File: config.mk
export PLATFORM = sky130hd
export DESIGN_NAME = preamble_gated_symbol_slicer
export DESIGN_NICKNAME = d
export VERILOG_FILES = /design/src/pss_pkg.sv /design/src/preamble_gated_symbol_slicer.sv /design/src/pss_core.sv
export SDC_FILE = /design/constraint.sdc
export NUM_CORES = 1
export LEC_CHECK = 0
export ABC_AREA = 1
export CAP_MARGIN = 20
export CORE_AREA = 10 10 116 118
export DETAILED_ROUTE_END_ITERATION = 7
export DIE_AREA = 0 0 126 128
export DONT_BUFFER_PORTS = 1
export GPL_ROUTABILITY_DRIVEN = 0
export PLACE_DENSITY = 0.59
export SKIP_LAST_GASP = 1
export SLEW_MARGIN = 20
export SYNTH_ARGS = -nofsm -noshare
export SYNTH_HDL_FRONTEND = slang
export SYNTH_SLANG_ARGS = --single-unit
File: constraint.sdc
create_clock -name clk -period 2.6 [get_ports clk]
set_clock_uncertainty 0.05 [all_clocks]
set_input_delay 0.13 -clock clk [delete_from_list [all_inputs] [get_ports clk]]
set_output_delay 0.13 -clock clk [all_outputs]
set_load 0.03 [all_outputs]
File: src/pss_pkg.sv
// ----------------------------------------------------------------------------
// pss_pkg
// Shared constants and types for the preamble-gated symbol slicer.
// ----------------------------------------------------------------------------
package pss_pkg;

  // Datapath sizes
  localparam int WINDOW_LEN   = 16;
  localparam int SAMPLE_WIDTH = 16;
  localparam int FILL_W       = $clog2(WINDOW_LEN + 1);

  // Configuration register widths
  localparam int PATTERN_W = 16;
  localparam int COUNT_W   = 13;
  localparam int CFG_DATA_W = 16;
  localparam int CFG_IDX_W  = 1;

  // Configuration register indexes
  localparam logic [CFG_IDX_W-1:0] REG_PREAMBLE_PATTERN = 1'b0;
  localparam logic [CFG_IDX_W-1:0] REG_PAYLOAD_SYMBOLS  = 1'b1;

  // Reset values
  localparam logic [PATTERN_W-1:0] PATTERN_RESET = 16'hFE19;
  localparam logic [COUNT_W-1:0]   PAYLOAD_RESET = 13'd64;

  // One result beat from the slicer core
  typedef struct packed {
    logic       valid;
    logic [1:0] symbol;
    logic       last_of_burst;
  } pss_result_t;

endpackage

File: src/preamble_gated_symbol_slicer.sv
// ----------------------------------------------------------------------------
// preamble_gated_symbol_slicer
// Path: a result beat reaches symbol_valid from the sample beat that closes
// it through the input register, then the result register.
// Throughput: one sample beat per cycle; the input register holds a sample
// while the result register waits on symbol_stall.
// Reset: synchronous; block starts muted with the default pattern and length.
// ----------------------------------------------------------------------------
module preamble_gated_symbol_slicer (
  input  logic                                  clk,
  input  logic                                  rst,
  // configuration writes
  input  logic                                  cfg_we,
  input  logic [pss_pkg::CFG_IDX_W-1:0]         cfg_index,
  input  logic [pss_pkg::CFG_DATA_W-1:0]        cfg_data,
  // sample channel
  input  logic                                  sample_valid,
  output logic                                  sample_stall,
  input  logic signed [pss_pkg::SAMPLE_WIDTH-1:0] sample,
  // symbol channel
  output logic                                  symbol_valid,
  input  logic                                  symbol_stall,
  output logic [1:0]                            symbol,
  output logic                                  last_of_burst
);
  import pss_pkg::*;

  logic [PATTERN_W-1:0] preamble_pattern;
  logic [COUNT_W-1:0]   payload_symbols;

  logic                 pipe_valid;
  logic                 pipe_neg;
  logic                 pipe_pos;
  logic                 pipe_go;
  logic                 in_take;
  pss_result_t          result;

  // Configuration registers
  always_ff @(posedge clk) begin
    if (rst) begin
      preamble_pattern <= PATTERN_RESET;
      payload_symbols  <= PAYLOAD_RESET;
    end else if (cfg_we) begin
      case (cfg_index)
        REG_PREAMBLE_PATTERN: preamble_pattern <= cfg_data[PATTERN_W-1:0];
        REG_PAYLOAD_SYMBOLS:  payload_symbols  <= cfg_data[COUNT_W-1:0];
        default: ;
      endcase
    end
  end

  // Flow control: the held sample moves on when the result slot is free
  assign pipe_go      = pipe_valid && (!symbol_valid || !symbol_stall);
  assign sample_stall = pipe_valid && !pipe_go;
  assign in_take      = sample_valid && !sample_stall;

  // Input register: keep only the sign and zero decisions
  always_ff @(posedge clk) begin
    if (rst) begin
      pipe_valid <= 1'b0;
    end else if (in_take || pipe_go) begin
      pipe_valid <= in_take;
    end
  end

  always_ff @(posedge clk) begin
    if (in_take) begin
      pipe_neg <= sample[SAMPLE_WIDTH-1];
      pipe_pos <= !sample[SAMPLE_WIDTH-1] && (sample != '0);
    end
  end

  pss_core u_core (
    .clk        (clk),
    .rst        (rst),
    .step       (pipe_go),
    .sample_neg (pipe_neg),
    .sample_pos (pipe_pos),
    .pattern    (preamble_pattern),
    .payload    (payload_symbols),
    .result     (result)
  );

  // Result register
  always_ff @(posedge clk) begin
    if (rst) begin
      symbol_valid <= 1'b0;
    end else if (!symbol_valid || !symbol_stall) begin
      symbol_valid <= result.valid;
    end
  end

  always_ff @(posedge clk) begin
    if (result.valid && (!symbol_valid || !symbol_stall)) begin
      symbol        <= result.symbol;
      last_of_burst <= result.last_of_burst;
    end
  end

endmodule

File: src/pss_core.sv
// ----------------------------------------------------------------------------
// pss_core
// Preamble search and symbol pairing state; one sample per step, result
// decided in the same cycle.
// ----------------------------------------------------------------------------
module pss_core (
  input  logic                          clk,
  input  logic                          rst,
  input  logic                          step,
  input  logic                          sample_neg,
  input  logic                          sample_pos,
  input  logic [pss_pkg::PATTERN_W-1:0] pattern,
  input  logic [pss_pkg::COUNT_W-1:0]   payload,
  output pss_pkg::pss_result_t          result
);
  import pss_pkg::*;

  logic [WINDOW_LEN-1:0] sign_window, sign_window_next;
  logic [FILL_W-1:0]     fill_count, fill_count_next;
  logic                  unmuted, unmuted_next;
  logic [COUNT_W-1:0]    symbol_count, symbol_count_next;
  logic                  second_half, second_half_next;
  logic                  held_bit, held_bit_next;

  logic [COUNT_W-1:0]    count_inc;
  logic [COUNT_W-1:0]    limit;
  logic                  last;

  assign count_inc = symbol_count + COUNT_W'(1);
  // zero burst length acts as one
  assign limit = (payload == '0) ? COUNT_W'(1) : payload;
  assign last  = (count_inc >= limit);

  // Next-state and result decode
  always_comb begin
    sign_window_next  = sign_window;
    fill_count_next   = fill_count;
    unmuted_next      = unmuted;
    symbol_count_next = symbol_count;
    second_half_next  = second_half;
    held_bit_next     = held_bit;
    result            = '0;

    if (step) begin
      if (!unmuted) begin
        // muted: shift sign in, look for the preamble
        sign_window_next = {sign_window[WINDOW_LEN-2:0], ~sample_neg};
        if (fill_count < FILL_W'(WINDOW_LEN))
          fill_count_next = fill_count + FILL_W'(1);
        if ((fill_count_next >= FILL_W'(WINDOW_LEN)) &&
            (sign_window_next == WINDOW_LEN'(pattern))) begin
          unmuted_next      = 1'b1;
          symbol_count_next = '0;
          second_half_next  = 1'b0;
          held_bit_next     = 1'b0;
        end
      end else if (!second_half) begin
        // first sample of a symbol
        held_bit_next    = sample_pos;
        second_half_next = 1'b1;
      end else begin
        // second sample closes the symbol
        result.valid         = 1'b1;
        result.symbol        = {held_bit, sample_pos};
        result.last_of_burst = last;
        second_half_next     = 1'b0;
        held_bit_next        = 1'b0;
        if (last) begin
          unmuted_next      = 1'b0;
          symbol_count_next = '0;
        end else begin
          symbol_count_next = count_inc;
        end
      end
    end
  end

  // State registers
  always_ff @(posedge clk) begin
    if (rst) begin
      sign_window  <= '0;
      fill_count   <= '0;
      unmuted      <= 1'b0;
      symbol_count <= '0;
      second_half  <= 1'b0;
      held_bit     <= 1'b0;
    end else begin
      sign_window  <= sign_window_next;
      fill_count   <= fill_count_next;
      unmuted      <= unmuted_next;
      symbol_count <= symbol_count_next;
      second_half  <= second_half_next;
      held_bit     <= held_bit_next;
    end
  end

endmodule

==> flow_metrics.env <==
export IMPL_pre_cts_slack_ns=-0.0504
export IMPL_hpwl_um=5930
export IMPL_slew_headroom_pct=58.3
export IMPL_syn_area_mm2=0.00357
export IMPL_hold_path_startpoint="sample_valid"
export IMPL_met2_length_um=4410
export IMPL_clkSlewWorstSetupHoldPaths_ns=0.06
export IMPL_track_usage_pct=10.6
export IMPL_design_core_area_mm2=0.0112
export IMPL_firstDrtPassIters=4
export IMPL_crit_path_start_kind="register"
export IMPL_synth_warnings=0
export IMPL_initial_utilization_pct=31.8
export IMPL_whs_ns=0.0232
export IMPL_vdd_ir_drop_worst_mv=0.367
export IMPL_holdCritPathClass="input pin to register"
export IMPL_grt_pass1_wl_um=14400
export IMPL_drtIter0Drc=152
export IMPL_die_area_mm2=0.0161
export IMPL_die_x_um=126
export IMPL_routedWlPerCell_um=12.6
export IMPL_syn_nets=550
export IMPL_r2r_end="u_core.symbol_count[10]"
export IMPL_cts_root_buf="clkbuf_16"
export IMPL_grt_pass1_vias=3082
export IMPL_ys_top_cells_by_count="117 x nand2_1, 67 x dfxtp_1, 59 x nor2_1, 56 x inv_1, 40 x a21oi_1"
export IMPL_worst_r2r_path_depth=18
export IMPL_fill_cells=1168
export IMPL_synth_most_common_cell="nand2_1"
export IMPL_min_to="pipe_neg"
export IMPL_status="finished clean"
export IMPL_ant_nets=0
export IMPL_yosysUniqueCellTypes=37
export IMPL_area_growth_pct=24.6
export IMPL_globalRoute_totalOverflow=0
export IMPL_clockBufferDepth=2
export IMPL_cap_violations=0
export IMPL_antenna_found_initial=0
export IMPL_slew_viol_final=0
export IMPL_grt_max_degree=61
export IMPL_fin_ws_ns=0.0335
export IMPL_rrSetupSlack_ns=0.03
export IMPL_place_area_mm2=0.00373
export IMPL_setup_viol=0
export IMPL_rsz0062_at_grt="true"
export IMPL_finalPower_mw=2.83
export IMPL_die_h_um=128
export IMPL_yosysSeqAreaShare_pct=41.8
export IMPL_critPathArrivalTime_ns=2.79
export IMPL_synth_edff_count=5
export IMPL_p_per_area_mw_per_mm2=636
export IMPL_nNetsFinal=578
export IMPL_rr_startpoint="u_core.symbol_count[0]"
export IMPL_fin_util_pct=39.6
export IMPL_routed_wl_um=8490
export IMPL_crit_required_ns=2.82
export IMPL_htreeDepth=3
export IMPL_cts_buffers=9
export IMPL_finalCriticalPeriod_ns=2.57
export IMPL_dr_wl_met3_um=229
export IMPL_tightest_slew_ns=0.625
export IMPL_synth_area_per_cell_um2=7.18
export IMPL_drive_gt1_share_pct=16.0
export IMPL_yosysTopAreaCell="dfxtp_1"
export IMPL_via_per_inst=4.53
export IMPL_cts_sinks=72
export IMPL_drc=0
export IMPL_max_freq_ghz=0.390
export IMPL_crit_path_max_fanout=7
export IMPL_async_flop_share_pct=0
export IMPL_yosys_top_cells_area="dfxtp_1 38%, nand2_1 12%, nor2_1 6.2%"
export IMPL_whs_path_depth=2
export IMPL_synth_ff_type="dfxtp_1"
export IMPL_path_class="register to register"
export IMPL_synthCells=497
export IMPL_rows=39
export IMPL_fin_area_mm2=0.00445
export IMPL_wl_met1_um=3670
export IMPL_synth_seq_cells=72
export IMPL_yosysTopAreaCellShare_pct=37.6
export IMPL_final_hold_viol_count=0
export IMPL_num_vias=3052
export IMPL_boundaryPins=43
export IMPL_num_antenna_cells=0
export IMPL_power_leakage_nw=1.94
export IMPL_clk_latency_ns=0.33
export IMPL_top_layer="met4"
export IMPL_worst_setup_path_end_kind="register"
export IMPL_period_share_pct=98.7
export IMPL_cts_tree="done"
export IMPL_io_buffers=0
## critical path, cell delays in order (launching register included)
cell,delay (ns)
dfxtp_2,0.35
ha_4,0.15
nand2_4,0.06
nor3_4,0.22
nand3_2,0.10
xor2_1,0.18
inv_2,0.08
ha_4,0.25
nand2_2,0.06
inv_2,0.03
o21ai_1,0.12
nand2_1,0.09
nor2_2,0.14
nand2_2,0.08
nor2_4,0.11
buf_6,0.15
nand2_1,0.05
and2_1,0.15
nor2_2,0.07
## per-stage QoR
stage                     cells  setup TNS, ns
final                       673              0
after global routing        673          -1.63
after CTS                   673         -0.615
after detailed placement    631         -0.435
after global placement      631       -0.00554
after floorplan             497              0
## per-layer routing
| layer | GRT usage (%) | vias up |
|---|---|---|
| met3 | 2.07 | 16 |
| met1 | 11.4 | 1367 |
| met4 | 4.62 | 0 |
| li1 | - | 1639 |
| met5 | 0 | - |
| met2 | 19.7 | 30 |
## where the power goes
group	switching (mW)	internal, mW
Clock	0.459	0.949
Sequential	0.0308	1.17
Combinational	0.133	0.0914
## registers in the layout, summed over array words and instances, names as in the netlist, 2 cells and up
signal               count
preamble_pattern        16
u_core.sign_window      15
payload_symbols         13
u_core.symbol_count     13
u_core.fill_count        5
symbol                   2
## layout make-up
| type | instances | area (µm²) | area share (%) |
|---|---|---|---|
| clock inverters | 4 | 72.6 | 1.63 |
| well taps | 143 | 179 | 4.02 |
| repair buffers | 33 | 303 | 6.81 |
| multi-input cells | 338 | 1850 | 41.6 |
| flip-flops and latches | 72 | 1500 | 33.7 |
| inverters | 71 | 267 | 5.99 |
| clock buffers | 12 | 278 | 6.24 |
## cells by family after synthesis
kind of cell,Yosys count,synth area share [%]
adders and majority gates,15,5.26
xor gates and xnor gates,14,3.43
buffers and inverters,87,9.71
DFF,72,41.8
AOI/OAI and AO/OA,92,13.9
and+or+nand+nor,217,25.9
## cell usage in the layout, fill, tap and decap left out, drive strengths merged, types with 9 or more instances in the layout
master / n
nand2: 120
clkbuf: 12
nor2: 65
nand3: 16
a21oi: 40
inv: 70
buf: 14
dfxtp: 67
ha: 15
o211ai: 9
dlygate4sd3: 19
o21ai: 39
## worst max path at each step
stage	start	endpoint	slack, ns	cells after the start
2_1_floorplan	u_core.symbol_count[0]	u_core.symbol_count[2]	0.11	19
3_3_place_gp	u_core.symbol_count[1]	u_core.symbol_count[1]	-0.003	18
3_5_place_dp	u_core.symbol_count[0]	u_core.symbol_count[10]	-0.05	18
4_1_cts	u_core.symbol_count[1]	u_core.symbol_count[10]	-0.06	19
5_1_grt	u_core.symbol_count[0]	u_core.symbol_count[5]	-0.14	19
6_report	u_core.symbol_count[0]	u_core.symbol_count[10]	0.03	18
## what timing repair did
item	in CTS	in global routing
resized for setup	17	19
setup buffers	6	2
endpoints found under the hold margin	38	0
setup endpoints to repair	13	13
pin swaps	11	14
gates cloned	1	0
hold buffers	19	0
No activity file was read; power rests on OpenSTA's default activity.
